File: src/design/dffltr_pkg.sv
`timescale 1ns / 1ps
// Package for the forward frame filter: codes, widths and shared structs.
// Used by the interfaces and by every module of the block; depends on nothing.
package dffltr_pkg;

    localparam int TIME_WIDTH_DEFAULT = 32;
    localparam int MAX_SHORT_ADDRESS  = 63;

    localparam int CODE_W  = 9;
    localparam int BYTE_W  = 8;
    localparam int ADDR_W  = 7;
    localparam int GROUP_W = 16;
    localparam int WIN_W   = 16;
    localparam int CFG_W   = 16;
    localparam int CFG_IDX_W = 2;

    localparam logic [BYTE_W-1:0] ADDR_BROADCAST_MASK = 8'hfe;
    localparam logic [BYTE_W-1:0] ADDR_GROUP_BIT_MASK = 8'h80;
    localparam logic [BYTE_W-1:0] ADDR_SPECIAL_MASK   = 8'h60;
    localparam logic [BYTE_W-1:0] ADDR_INITIALISE     = 8'ha5;
    localparam logic [BYTE_W-1:0] DATA_ALL            = 8'hff;
    localparam logic [BYTE_W-1:0] DATA_NONE           = 8'h00;
    localparam logic [BYTE_W-1:0] PARAM_INDEXED       = 8'hff;
    localparam logic [BYTE_W-1:0] COUNT_MAX           = 8'hff;
    localparam logic [CODE_W-1:0] CODE_DIRECT_POWER   = 9'h100;

    localparam logic [ADDR_W-1:0]  OWN_ADDR_RESET     = 7'd127;
    localparam logic [GROUP_W-1:0] GROUP_RESET        = 16'd0;
    localparam logic [WIN_W-1:0]   WINDOW_RESET       = 16'd100;

    typedef enum logic [1:0] {
        OP_FRAME = 2'd0,
        OP_REPLY = 2'd1,
        OP_BUS   = 2'd2
    } op_t;

    typedef enum logic [1:0] {
        EV_HANDLE   = 2'd0,
        EV_IGNORED  = 2'd1,
        EV_BUS_DISC = 2'd2
    } event_t;

    typedef enum logic [1:0] {
        BUS_UNKNOWN      = 2'd0,
        BUS_DISCONNECTED = 2'd1,
        BUS_CONNECTED    = 2'd2,
        BUS_OTHER        = 2'd3
    } bus_t;

    typedef enum logic [CFG_IDX_W-1:0] {
        CFG_OWN_ADDRESS = 2'd0,
        CFG_GROUPS      = 2'd1,
        CFG_WINDOW      = 2'd2
    } cfg_index_t;

    typedef struct packed {
        logic              match;
        logic [CODE_W-1:0] code;
        logic [BYTE_W-1:0] param;
    } decode_t;

    typedef struct packed {
        logic              valid;
        logic [1:0]        kind;
        logic [CODE_W-1:0] code;
        logic [BYTE_W-1:0] param;
        logic [BYTE_W-1:0] count;
    } result_t;

endpackage

File: src/design/dffltr_decode.sv
`timescale 1ns / 1ps
// Address decode of one forward frame: match test, command code and parameter.
// Depends on dffltr_pkg.
module dffltr_decode
    import dffltr_pkg::*;
(
    input  logic [15:0]        frame_word,
    input  logic [ADDR_W-1:0]  own_short_address,
    input  logic [GROUP_W-1:0] group_membership,
    output decode_t            dec
);

    logic [BYTE_W-1:0] abyte;
    logic [BYTE_W-1:0] dbyte;
    logic              broadcast;
    logic              plain_address;
    logic [3:0]        group_sel;
    logic              own_assigned;

    assign abyte = frame_word[15:8];
    assign dbyte = frame_word[7:0];
    assign broadcast = (abyte & ADDR_BROADCAST_MASK) == ADDR_BROADCAST_MASK;
    assign plain_address = broadcast || ((abyte & ADDR_GROUP_BIT_MASK) == '0)
                           || ((abyte & ADDR_SPECIAL_MASK) == '0);
    assign group_sel = abyte[4:1];
    assign own_assigned = own_short_address <= ADDR_W'(MAX_SHORT_ADDRESS);

    always_comb
    begin
        dec = '0;
        if (plain_address)
        begin
            if (broadcast)
                dec.match = 1'b1;
            else if (!abyte[7])
                dec.match = (abyte[7:1] == own_short_address);
            else
                dec.match = group_membership[group_sel];
            if (abyte[0])
            begin
                dec.code  = {1'b0, dbyte};
                dec.param = PARAM_INDEXED;
            end
            else
            begin
                dec.code  = CODE_DIRECT_POWER;
                dec.param = dbyte;
            end
        end
        else
        begin
            dec.match = 1'b1;
            if (abyte == ADDR_INITIALISE)
            begin
                if (dbyte == DATA_ALL)
                    dec.match = !own_assigned;
                else if (dbyte != DATA_NONE)
                    dec.match = (own_short_address == dbyte[7:1]);
            end
            dec.code  = {1'b1, abyte};
            dec.param = dbyte;
        end
    end

endmodule

File: src/design/dffltr_core.sv
`timescale 1ns / 1ps
// Repeat tracking and bus state of the forward frame filter; one item per cycle while fire is high.
// Depends on dffltr_pkg and instantiates dffltr_decode.
module dffltr_core
    import dffltr_pkg::*;
#(
    parameter int TIME_WIDTH = TIME_WIDTH_DEFAULT
)
(
    input  logic                  clk,
    input  logic                  rst_n,
    input  logic                  fire,
    input  logic [1:0]            operation,
    input  logic [TIME_WIDTH-1:0] frame_time,
    input  logic [15:0]           frame_word,
    input  logic                  repeat_needed,
    input  logic [1:0]            bus_condition,
    input  logic [ADDR_W-1:0]     own_short_address,
    input  logic [GROUP_W-1:0]    group_membership,
    input  logic [WIN_W-1:0]      repeat_window,
    output result_t               res
);

    localparam int CMP_W = (TIME_WIDTH > WIN_W) ? TIME_WIDTH : WIN_W;

    decode_t               dec;
    logic [TIME_WIDTH-1:0] elapsed;
    logic                  in_window;

    logic                  armed_valid_reg, armed_valid_next;
    logic [CODE_W-1:0]     armed_command_reg, armed_command_next;
    logic [CODE_W-1:0]     pending_command_reg, pending_command_next;
    logic [BYTE_W-1:0]     repeat_counter_reg, repeat_counter_next;
    logic [TIME_WIDTH-1:0] last_frame_time_reg, last_frame_time_next;
    logic [1:0]            bus_condition_reg, bus_condition_next;

    dffltr_decode u_decode (
        .frame_word        (frame_word),
        .own_short_address (own_short_address),
        .group_membership  (group_membership),
        .dec               (dec)
    );

    assign elapsed   = frame_time - last_frame_time_reg;
    assign in_window = CMP_W'(elapsed) < CMP_W'(repeat_window);

    always_comb
    begin
        armed_valid_next     = armed_valid_reg;
        armed_command_next   = armed_command_reg;
        pending_command_next = pending_command_reg;
        repeat_counter_next  = repeat_counter_reg;
        last_frame_time_next = last_frame_time_reg;
        bus_condition_next   = bus_condition_reg;
        res = '0;
        unique case (operation)
            OP_FRAME:
            begin
                if (dec.match)
                begin
                    res.kind = EV_HANDLE;
                    if (!armed_valid_reg)
                        repeat_counter_next = '0;
                    else if (armed_command_reg == dec.code)
                    begin
                        if (!in_window)
                            repeat_counter_next = '0;
                        else if (repeat_counter_reg != COUNT_MAX)
                            repeat_counter_next = repeat_counter_reg + 1'b1;
                    end
                    else
                    begin
                        repeat_counter_next = '0;
                        if (in_window)
                            res.kind = EV_IGNORED;
                    end
                    last_frame_time_next = frame_time;
                    armed_valid_next = 1'b0;
                    if (res.kind == EV_HANDLE)
                        pending_command_next = dec.code;
                    res.valid = 1'b1;
                    res.code  = dec.code;
                    res.param = dec.param;
                    res.count = repeat_counter_next;
                end
            end
            OP_REPLY:
            begin
                armed_valid_next = repeat_needed;
                if (repeat_needed)
                    armed_command_next = pending_command_reg;
            end
            OP_BUS:
            begin
                if (bus_condition != bus_condition_reg)
                begin
                    bus_condition_next = bus_condition;
                    if (bus_condition == BUS_DISCONNECTED)
                    begin
                        res.valid = 1'b1;
                        res.kind  = EV_BUS_DISC;
                    end
                end
            end
            default:
            begin
            end
        endcase
    end

    always_ff @(posedge clk or negedge rst_n)
    begin
        if (!rst_n)
        begin
            armed_valid_reg     <= 1'b0;
            armed_command_reg   <= '0;
            pending_command_reg <= '0;
            repeat_counter_reg  <= '0;
            last_frame_time_reg <= '0;
            bus_condition_reg   <= BUS_UNKNOWN;
        end
        else if (fire)
        begin
            armed_valid_reg     <= armed_valid_next;
            armed_command_reg   <= armed_command_next;
            pending_command_reg <= pending_command_next;
            repeat_counter_reg  <= repeat_counter_next;
            last_frame_time_reg <= last_frame_time_next;
            bus_condition_reg   <= bus_condition_next;
        end
    end

endmodule

File: config.mk
export PLATFORM = sky130hd
export DESIGN_NAME = dffltr_core
export DESIGN_NICKNAME = d
export VERILOG_FILES = /design/src/design/dffltr_pkg.sv /design/src/design/dffltr_decode.sv /design/src/design/dffltr_core.sv
export SDC_FILE = /design/constraint.sdc
export NUM_CORES = 1
export LEC_CHECK = 0
export BUFFER_PORTS_ARGS = -buffer_cell sky130_fd_sc_hd__clkbuf_2
export CAP_MARGIN = 40
export CORE_UTILIZATION = 52
export CTS_BUF_LIST = sky130_fd_sc_hd__clkbuf_2 sky130_fd_sc_hd__clkbuf_4 sky130_fd_sc_hd__clkbuf_8
export CTS_CLUSTER_SIZE = 20
export DETAILED_ROUTE_END_ITERATION = 16
export PLACE_DENSITY_LB_ADDON = 0.05
export RECOVER_POWER = 25
export SYNTH_ARGS = -nofsm -noshare
export SYNTH_HDL_FRONTEND = slang
export SYNTH_SLANG_ARGS = --single-unit
File: constraint.sdc
create_clock -name clk -period 5.3 [get_ports clk]
set_input_delay 0.53 -clock clk [delete_from_list [all_inputs] [get_ports clk]]
set_output_delay 0.53 -clock clk [all_outputs]
set_load 0.05 [all_outputs]
* After elaboration in Yosys (flattened, before gate mapping)
Cells that the tools add are included.
Word-level totals: bits in registers 61, output and inout port bits 28, input port bits 95, word-level logic and storage cells 62
Cells by class: $lt $le $gt $ge 3, reductions and logical operators 14, eq/ne operators 12, $add $sub $neg 2, multiplexer cells 25
Operator list (count):
- 32-bit by 16-bit less-than comparator with 1-bit output | 1
- 8-bit 2-to-1 mux | 4
- 32-bit subtractor | 1
- 28-bit 2-to-1 mux | 1
- 25-bit 2-to-1 mux | 1
- 18-bit 2-to-1 mux | 1
- 17-bit 2-to-1 mux | 1
- 8-bit == test, second input constant | 2
- 8-bit zero test | 2
- 7-bit == test | 2
- 3-bit AND reduction | 4
- 1-bit 2-to-1 mux | 10
- 9-bit == test | 1
- 8-bit by 1-bit adder with 8-bit output, second input constant | 1
- 8-bit != test, second input constant | 1
- 8-bit nonzero test | 1
- 7-bit == test, second input constant | 1
- 7-bit by 6-bit <= comparator with 1-bit output, second input constant | 1
- 3-bit 2-to-1 mux | 2
- 3-bit case mux with 2 select lines | 1
- 4-bit by 5-bit less-than comparator with 1-bit output, second input constant | 1
- 1-bit binary-select mux with 4-bit select | 1
- 2-bit by 1-bit == test with 1-bit output, second input constant | 2
- 2-bit zero test | 2
- 9 further kinds | 11

* Depth between registers and ports, before layout
Gate-level depths: netlist (run 1).
depth in word-level cells 12, depth in mapped cells 23, mapped depth without buffers 21

* Hierarchy
A second synthesis (run 1) with hierarchy kept.
Unflattened totals: cells, all modules 729, area total of the unflattened synthesis 5911.9 µm²
By module, submodules not included:
- dffltr_core | cells each 647, area each 5313.8 µm², times used 1, seq. area each 1526.5 µm²
- dffltr_decode | cells each 82, area each 598.1 µm², times used 1, seq. area each 0.0 µm²

* Worst setup path after synthesis (run 1)
OpenSTA, ideal clock, no wires.
path kind input-to-output, start point input port frame_time[4], end point output port res[7] (netlist bit), cell stages on the path 21, path buffers 1, data required time 4.770 ns, arrival time 5.310 ns, setup slack -0.540 ns, cells stage by stage ha_1 > a21o_1 > a31o_2 > o21ai_1 > nand2_1 > a31oi_1 > o21bai_1 > a21oi_1 > xnor2_1 > ha_1 > nand4_1 > a2111oi_0 > o41ai_1 > o311ai_1 > nor4_4 > nand4b_1 > nor4_2 > nand4_2 > or2_1 > buf_6 > nor3_1
RTL lines:
- from (decl) | line dffltr_core.sv:14 | input logic [TIME_WIDTH-1:0] frame_time,
- to (decl) | line dffltr_core.sv:21 | output result_t res

==> impl_metrics.tcl, run 1 <==
set metrics [dict create \
    outcome "complete, but fails checks" \
    violations "capacitance limit, slew limit, setup timing" \
    rsz0062_at_grt "true" \
    numCtsBuffers 9 \
    dieWidth_um 108 \
    drv_cap 1 \
    grt_pass1_wl_um 26700 \
    holdCritStartpoint "frame_time[11]" \
    ir_worst_vdd_mv 0.192 \
    cts_root_buf "clkbuf_8" \
    synth-edff-count 0 \
    dpl_cell_area_um2 6890 \
    portBuffers 122 \
    clkTransAtPathRegs_ns 0.08 \
    vias 5882 \
    synth-seq-cells 61 \
    dieArea_um2 11700 \
    swShare_pct 41.5 \
    required_ns 4.77 \
    slew_viol_final 62 \
    hold_depth 3 \
    avgViaCountPerCell 5.78 \
    hold_class "input port to flop" \
    p_int_mw 1.38 \
    synthTopCellsByCount "nand2_1 (89), inv_1 (65), nor2_1 (63), o21ai_0 (63), dfrtp_1 (61)" \
    synthTopCellsByArea "dfrtp_1 (26%), ha_1 (10%), nand2_1 (5.7%)" \
    synth_fp_nets 882 \
    busiest_layer "met2" \
    fin_crit_sh_pct 102 \
    grt_usage_pct 29.0 \
    pin_count 123 \
    worst_r2r_endpoint "pending_command_reg[5]" \
    largest_reg_flops 32 \
    worstRegToRegCells 19 \
    gp_congestion 0.918 \
    post-place-ws_ns -0.278 \
    drtAntennaViolNets 0 \
    cp.arrival_ns 4.90 \
    setup_ws_ns -0.127 \
    synth_area_per_cell_um2 7.94 \
    synth_seq_area_share_pct 26.0 \
    place_hpwl_um 12500 \
    power_density_nw_per_um2 322 \
    die_h_um 108 \
    routed_wl_um 16200 \
    wl_per_cell_um 15.9 \
    max-slew-margin-rel_pct -127 \
    holdWs_ns 0.381 \
    finalNonFillerCells 1017 \
    post-synth-top-count-cell "nand2_1" \
    power_frac_clock_pct 21.1 \
    synth_area_um2 5870 \
    worst_setup_path_start_kind "flop" \
    r2r_slack_ns 0.64 \
    yosys_warnings 0 \
    ys.flop_type "dfrtp_1" \
    drt_pass1_iterations 4 \
    core_area_um2 10900 \
    switchingPower_uw 978 \
    htreeDepth 3 \
    synth_top_area_share_pct 26.0 \
    gr-total-overflow 0 \
    drive_gt1_share_pct 26.5 \
    floorplan.initialDensity_pct 53.7 \
    syn_inst 739 \
    combinationalPowerShare_pct 53.2 \
    hold_viol 0 \
    fmax_ghz 0.184 \
    setup_viol_count_final 8 \
    place_inst 994 \
    p_seq_share_pct 25.7 \
    drtIter0Drc 276 \
    synth_cell_types 77 \
    use_met3_pct 5.00 \
    final_area_um2 7320 \
    first_global_vias 5730 \
    cts_max_path_buffers 2 \
    cp_max_fo 5 \
    tightest_slew_ns 3.40 \
    period_needed_ns 5.43 \
    grtUsageMet2_pct 52.4 \
    grt_max_degree 62 \
    clock-sinks 61 \
    p_leak_nw 3.46 \
    drc 0 \
    insertion_delay_ns 0.37 \
    setup.worst_path.class "flop to output port" \
    diodes 0 \
    yosys.area.top_type "dfrtp_1" \
    r2r-start "last_frame_time_reg[0]" \
    endpoint_kind "output port" \
    async_reset_ff_share_pct 100 \
    rows 38 \
    use_met1_pct 33.6 \
    skew_ns 0.0141 \
    cts_tree "yes" \
    holdPathEnd "last_frame_time_reg[11]" \
    syn_to_final_growth_pct 24.6 \
    antenna_found_initial 0 \
    nets 1015 \
    post-route-util_pct 66.9 \
]
==> per-layer routing <==
metal | part of all wire (%) | routed length, um
met4 | 2.2 | 361
met1 | 42 | 6840
met5 | 0 | 0
met2 | 50 | 8180
met3 | 5.1 | 832
==> per-stage QoR <==
step / total power, mW / TNS, ns
floorplan: 1.45 / -0.681
global placement: 1.78 / -1.10
detailed placement: 1.80 / -2.02
CTS: 2.34 / -0.419
global route: 2.53 / -2.82
finish: 2.36 / -0.609
==> power by group through the flow <==
stage | registers [mW] | logic, mW | clock network, mW
3_5_place_dp | 0.615 | 1.19 | 0
4_1_cts | 0.606 | 1.23 | 0.505
3_3_place_gp | 0.610 | 1.17 | 0
2_1_floorplan | 0.602 | 0.851 | 0
6_report | 0.606 | 1.26 | 0.497
5_1_grt | 0.618 | 1.39 | 0.522
==> area by class of cell <==
cell class	count	area [um^2]
Clock buffer	11	151
Clock inverter	5	82.6
Fill cell	921	3620
Inverter	66	248
Multi-Input combinational cell	572	4060
Sequential cell	61	1530
Tap cell	140	175
Timing Repair Buffer	162	1070
==> cell usage in the layout, fill, tap and decap left out, types with 6 or more instances in the layout <==
cell / n
a211oi_1: 8
a21o_1: 12
a21oi_1: 50
a21oi_2: 6
a31oi_1: 6
buf_12: 10
buf_4: 37
clkbuf_2: 112
clkbuf_8: 11
dfrtp_1: 61
ha_1: 46
inv_1: 65
mux2i_1: 10
nand2_1: 87
nand2b_1: 7
nand3_1: 16
nand4_1: 17
nor2_1: 63
nor2b_1: 6
nor3_1: 10
nor3_4: 6
o211ai_1: 6
o21a_1: 7
o21ai_0: 62
or3_1: 6
xnor2_1: 32
xor2_1: 12
==> how the worst max path moves through the flow <==
stage,from,slack [ns],endpoint,cells after the start
floorplan,frame_time[4],-0.12,res[0],21
global placement,frame_time[0],-0.16,res[0],23
detailed placement,frame_time[0],-0.28,res[6],23
CTS,last_frame_time_reg[1],-0.09,res[1],23
global route,last_frame_time_reg[1],-0.37,res[1],23
finish,last_frame_time_reg[0],-0.13,res[1],20
==> logic make-up after synthesis <==
group | after synthesis | synth area share [%]
muxes | 22 | 4.97
adders and majority gates | 48 | 10.4
AOI/OAI and AO/OA | 203 | 22.4
and+or+nand+nor | 255 | 22.2
xor gates and xnor gates | 44 | 6.56
buffers and inverters | 106 | 7.50
DFF | 61 | 26.0
==> what timing repair did <==
action	in CTS	in global routing
hold endpoints to repair	0	0
gates cloned	1	0
gates resized for setup	20	8
pin swaps	7	2
endpoints found under the setup margin	9	9
buffers inserted	2	4
hold buffers	0	0
==> critical path, stage by stage (launching register included) <==
cell       delay [ns]
dfrtp_1          0.42
ha_4             0.19
fa_2             0.35
and2b_4          0.28
o2111ai_4        0.15
a2111oi_4        0.38
nor3_2           0.09
xnor2_1          0.15
ha_1             0.30
nand4_1          0.16
a2111oi_2        0.06
o41ai_1          0.08
o311ai_1         0.21
nor4_4           0.26
nand4b_1         0.22
nor4_4           0.25
nand4_2          0.15
or2_4            0.30
buf_12           0.15
a211oi_4         0.19
buf_12           0.17
No activity file was read; power rests on OpenSTA's default activity.
==> inputs of run 2 (changes only) <==
--- a/config.mk
+++ b/config.mk
@@ -13,6 +13,7 @@
 export DETAILED_ROUTE_END_ITERATION = 16
 export PLACE_DENSITY_LB_ADDON = 0.05
 export RECOVER_POWER = 25
+export SETUP_SLACK_MARGIN = 0.15
 export SYNTH_ARGS = -nofsm -noshare
 export SYNTH_HDL_FRONTEND = slang
 export SYNTH_SLANG_ARGS = --single-unit
==> constraint.sdc (replaced) <==
create_clock -name clk -period 5.3 [get_ports clk]
set_input_delay 0.265 -clock clk [delete_from_list [all_inputs] [get_ports clk]]
set_output_delay 0.265 -clock clk [all_outputs]
set_load 0.005 [all_outputs]
==> run 2 against run 1 <==
Against the previous run: the flow finishes with violations (capacitance limit, slew limit); sequential cell count unchanged; critical path depth decreased by 2; global-route usage decreased by 0.46 points; largest cell class unchanged; largest power group unchanged; highest routed layer unchanged.
==> impl_metrics.tcl, run 2 (same netlist as run 1, synthesis figures left out) <==
set metrics [dict create \
    outcome "complete, but fails checks" \
    violations "capacitance limit, slew limit" \
    r2r_slack_ns 0.63 \
    first_global_vias 5550 \
    holdWs_ns 0.130 \
    drt_pass1_iterations 5 \
    grt_pass1_wl_um 26000 \
    r2r-start "last_frame_time_reg[0]" \
    hold_viol 0 \
    setup_tns_ns 0 \
    cts_tree "yes" \
    cpMostUsedCell "nor4_4" \
    power_frac_clock_pct 20.8 \
    gr-total-overflow 0 \
    max-slew-margin-rel_pct -123 \
    wl_per_cell_um 16.3 \
    final_area_um2 6970 \
    total_power_mw 2.30 \
    max_stage_delay_ns 0.41 \
    core_area_um2 10900 \
    grt_usage_pct 28.6 \
    switchingPower_uw 967 \
    finalNonFillerCells 991 \
    combinationalPowerShare_pct 52.7 \
    cp_max_fo 5 \
    slew_viol_final 62 \
    fmax_ghz 0.202 \
    dpl_cell_area_um2 6560 \
    post-route-util_pct 63.7 \
    cts_root_buf "clkbuf_8" \
    drive_gt1_share_pct 24.8 \
    clkTransAtPathRegs_ns 0.07 \
    insertion_delay_ns 0.36 \
    hold_depth 3 \
    gp_congestion 0.914 \
    cts_max_path_buffers 2 \
    rsz0062_at_grt "true" \
    holdCritStartpoint "frame_time[27]" \
    setup_viol_count_final 0 \
    vias 5761 \
    floorplan.initialDensity_pct 53.7 \
    diodes 0 \
    p_seq_share_pct 26.5 \
    die_h_um 108 \
    worstRegToRegCells 18 \
    final_cell_mix "clkbuf_2 (118), nand2_1 (87), inv_1 (65)" \
    fin_crit_sh_pct 93.6 \
    dieWidth_um 108 \
    pin_count 123 \
    drv_cap 1 \
    clock-sinks 61 \
    place_inst 969 \
    endpoint_kind "output port" \
    p_leak_nw 3.24 \
    antenna_found_initial 0 \
    crit_chain "ha_4 -> fa_2 -> and2b_4 -> o2111ai_4 -> a2111oi_4 -> nor3_2 -> xnor2_1 -> ha_1 -> nor2b_4 -> o21ai_2 -> o2111ai_2 -> nor4_4 -> nand4b_1 -> nor4_4 -> nand4_2 -> or2_4 -> nor4_4 -> clkbuf_2" \
    path_buf_inv 1 \
    register_area_um2 1530 \
    rows 38 \
    multi_input_area_um2 4060 \
    htreeDepth 3 \
    p_int_mw 1.33 \
    drtIter0Drc 309 \
    swShare_pct 42.1 \
    place_hpwl_um 12500 \
    grt_max_degree 62 \
    cp_top_family "simple AND/OR/NAND/NOR gates" \
    final_common_cell "clkbuf_2" \
    hold_class "input port to flop" \
    cp.arrival_ns 4.70 \
    power_density_nw_per_um2 330 \
    skew_ns 0.00679 \
    routed_wl_um 16200 \
    syn_to_final_growth_pct 18.7 \
    worst_r2r_endpoint "pending_command_reg[4]" \
    setup.worst_path.class "flop to output port" \
    post-place-ws_ns 0.185 \
    avgViaCountPerCell 5.81 \
    period_needed_ns 4.96 \
    cpMaxStageDelayCell "dfrtp_1" \
    largest_reg_flops 32 \
    tightest_slew_ns 3.35 \
    required_ns 5.04 \
    fill_cells 977 \
    drtAntennaViolNets 0 \
    numCtsBuffers 9 \
    portBuffers 122 \
    ir_worst_vdd_mv 0.174 \
    drc 0 \
    dieArea_um2 11700 \
    worst_setup_path_start_kind "flop" \
    holdPathEnd "last_frame_time_reg[27]" \
    nets 990 \
    cp.depth 18 \
    setup_ws_ns 0.338 \
]
[run 2: routing by layer]
metal,global-route usage [%],vias up,routed length (um)
met4,10.4,0,357
met2,50.0,201,7850
met1,34.8,2688,7060
li1,-,2843,-
met3,5.30,29,904
met5,0,-,0
[run 2: cell type report]
class,instances,area share [%]
Timing Repair Buffer,136,10.6
Sequential cell,61,21.9
Inverter,66,3.56
Tap cell,140,2.51
Multi-Input combinational cell,573,58.3
Clock buffer,11,2.08
Clock inverter,4,1.04
[run 2: power groups by stage]
| stage | Combinational (mW) | Clock, mW | Sequential, mW |
|---|---|---|---|
| floorplan | 0.831 | 0 | 0.602 |
| global placement | 1.10 | 0 | 0.611 |
| detailed placement | 1.11 | 0 | 0.615 |
| CTS | 1.12 | 0.493 | 0.607 |
| global route | 1.34 | 0.512 | 0.620 |
| finish | 1.21 | 0.479 | 0.607 |
[run 2: worst min-delay path, stage by stage]
cell and delay, ns:
clkbuf_2 0.09, nand2_1 0.04, o21ai_0 0.06
[run 2: worst max path at each step]
stage | slack, ns | to | start
finish | 0.34 | res[2] | last_frame_time_reg[0]
global route | 0.04 | res[2] | last_frame_time_reg[0]
CTS | 0.15 | res[2] | last_frame_time_reg[1]
detailed placement | 0.18 | res[2] | frame_time[4]
global placement | 0.27 | res[2] | frame_time[4]
floorplan | 0.73 | res[2] | last_frame_time_reg[4]
[run 2: what timing repair did]
item                                    CTS  global route
hold buffers                              0             0
gates cloned                              0             1
pin swaps                                 1            27
endpoints found under the setup margin    9             9
resized for setup                         4            33
setup buffers                             0             6
==> inputs of run 3 (changes only) <==
--- a/config.mk
+++ b/config.mk
@@ -7,8 +7,7 @@
 export LEC_CHECK = 0
 export BUFFER_PORTS_ARGS = -buffer_cell sky130_fd_sc_hd__clkbuf_2
 export CAP_MARGIN = 40
-export CORE_UTILIZATION = 52
-export CTS_BUF_LIST = sky130_fd_sc_hd__clkbuf_2 sky130_fd_sc_hd__clkbuf_4 sky130_fd_sc_hd__clkbuf_8
+export CORE_UTILIZATION = 27
 export CTS_CLUSTER_SIZE = 20
 export DETAILED_ROUTE_END_ITERATION = 16
 export PLACE_DENSITY_LB_ADDON = 0.05
==> run 3 against run 2 <==
Against the previous run: the flow still finishes with violations (capacitance limit, slew limit); via count is 0.40% lower; count of clock-buffer cells in the layout fell by 2; largest cell class unchanged; register-to-register slack worse by 0.08 ns; largest power group unchanged; clock skew up 0.0032 ns; critical path type unchanged; global-route usage is 12 points lower.
==> impl_metrics.tcl, run 3 (same netlist as run 1, synthesis figures left out) <==
set metrics [dict create \
    drtIter0Drc 270 \
    setup.worst_path.class "flop to output port" \
    use_met1_pct 20.1 \
    worst_setup_path_start_kind "flop" \
    setup_ws_ns 0.228 \
    rsz0062_at_grt "true" \
    register_area_um2 1530 \
    p_leak_nw 3.37 \
    pin_count 123 \
    finalNonFillerCells 1143 \
    htreeDepth 3 \
    syn_to_final_growth_pct 25.9 \
    numCtsBuffers 9 \
    portBuffers 122 \
    period_needed_ns 5.07 \
    outcome "complete, but fails checks" \
    largest_reg_flops 32 \
    total_power_mw 2.51 \
    required_ns 5.04 \
    grt_usage_pct 16.7 \
    ir_worst_vdd_mv 0.143 \
    fin_crit_sh_pct 95.7 \
    endpoint_kind "output port" \
    multi_input_area_um2 4080 \
    grtUsageMet2_pct 29.5 \
    violations "capacitance limit, slew limit" \
    nets 1006 \
    cp_max_fo 4 \
    floorplan.initialDensity_pct 27.8 \
    busiest_layer "met2" \
    tightest_slew_ns 1.90 \
    core_area_um2 21200 \
    gr-total-overflow 0 \
    vias 5738 \
    holdWs_ns 0.150 \
    cts_root_buf "clkbuf_16" \
    setup_tns_ns 0 \
    skew_ns 0.0100 \
    setup_viol_count_final 0 \
    antenna_found_initial 0 \
    drc 0 \
    hold_class "input port to flop" \
    fmax_ghz 0.197 \
    routed_wl_um 17900 \
    place_hpwl_um 14500 \
    gp_congestion 0.863 \
    insertion_delay_ns 0.34 \
    wl_per_cell_um 15.7 \
    diodes 0 \
    dieWidth_um 149 \
    drv_cap 2 \
    hold_viol 0 \
    post-route-util_pct 34.9 \
    slew_viol_final 64 \
    drive_gt1_share_pct 26.6 \
    post-place-ws_ns 0.200 \
    clkTransAtPathRegs_ns 0.06 \
    cp.arrival_ns 4.81 \
    grt_pass1_wl_um 29200 \
    cts_max_path_buffers 2 \
    place_inst 1111 \
    use_met3_pct 3.20 \
    final_area_um2 7390 \
    power_density_nw_per_um2 339 \
    final_cell_mix "clkbuf_2 (114), nand2_1 (88), inv_1 (63), nor2_1 (63)" \
    first_global_vias 5842 \
    final_common_cell "clkbuf_2" \
    drt_pass1_iterations 5 \
    clock-sinks 61 \
    max-slew-margin-rel_pct -26.8 \
    fill_cells 2252 \
    dpl_cell_area_um2 6780 \
    die_h_um 149 \
    drtAntennaViolNets 0 \
    rows 53 \
    grt_max_degree 38 \
    avgViaCountPerCell 5.02 \
    cts_tree "yes" \
    dieArea_um2 22300 \
]
## run 3: timing repair
| action | 4_1_cts | 5_1_grt |
|---|---|---|
| setup buffers | 2 | 13 |
| pin swaps | 3 | 21 |
| gates resized for setup | 5 | 40 |
| setup endpoints to repair | 8 | 9 |
| hold endpoints to repair | 29 | 0 |
| hold buffers | 1 | 0 |
| gates cloned | 0 | 0 |
## run 3: power by group
group          switching, mW  leakage (nW)  total [mW]  internal [mW]
registers             0.0427         0.758       0.606          0.564
logic                  0.721          2.46        1.24          0.520
clock network          0.246         0.156       0.661          0.414
## run 3: worst max-delay path, cell delays in order (launching register included)
cell and delay, ns:
dfrtp_1 0.40, ha_4 0.17, fa_2 0.34, and2b_4 0.28
o2111ai_4 0.15, a2111oi_4 0.43, nor3_2 0.10, xnor2_1 0.16
ha_1 0.30, nand4_1 0.14, a2111oi_2 0.06, o41ai_2 0.08
o311ai_2 0.19, nor4_4 0.22, nand4b_1 0.17, nor4_4 0.33
nand4_2 0.16, or2_4 0.32, buf_4 0.14, a211oi_2 0.16
buf_2 0.15
## run 3: layout make-up
| type | instances | share of cell area (%) |
|---|---|---|
| Clock inverter | 7 | 1.34 |
| Inverter | 66 | 3.40 |
| Sequential cell | 61 | 20.7 |
| Tap cell | 275 | 4.66 |
| Clock buffer | 9 | 3.05 |
| Multi-Input combinational cell | 572 | 55.2 |
| Timing Repair Buffer | 153 | 11.6 |
## run 3: final timing paths
| check | from | endpoint | slack, ns | depth (start not counted) |
|---|---|---|---|---|
| max | last_frame_time_reg[0] | res[1] | 0.23 | 20 |
| min | frame_time[9] | last_frame_time_reg[9] | 0.15 | 3 |
| max reg2reg | last_frame_time_reg[0] | pending_command_reg[7] | 0.55 | 21 |
| min reg2reg | last_frame_time_reg[31] | last_frame_time_reg[31] | 0.50 | 2 |
| max in group asynchronous | rst_n | armed_command_reg[5] | 1.82 | 4 |
| min in group asynchronous | rst_n | last_frame_time_reg[8] | 0.99 | 3 |
## run 3: per-layer routing
| layer | part of all wire, % | up-vias |
|---|---|---|
| li1 | - | 2869 |
| met1 | 44 | 2696 |
| met2 | 49 | 152 |
| met3 | 5.0 | 21 |
| met4 | 1.7 | 0 |
| met5 | 0 | - |
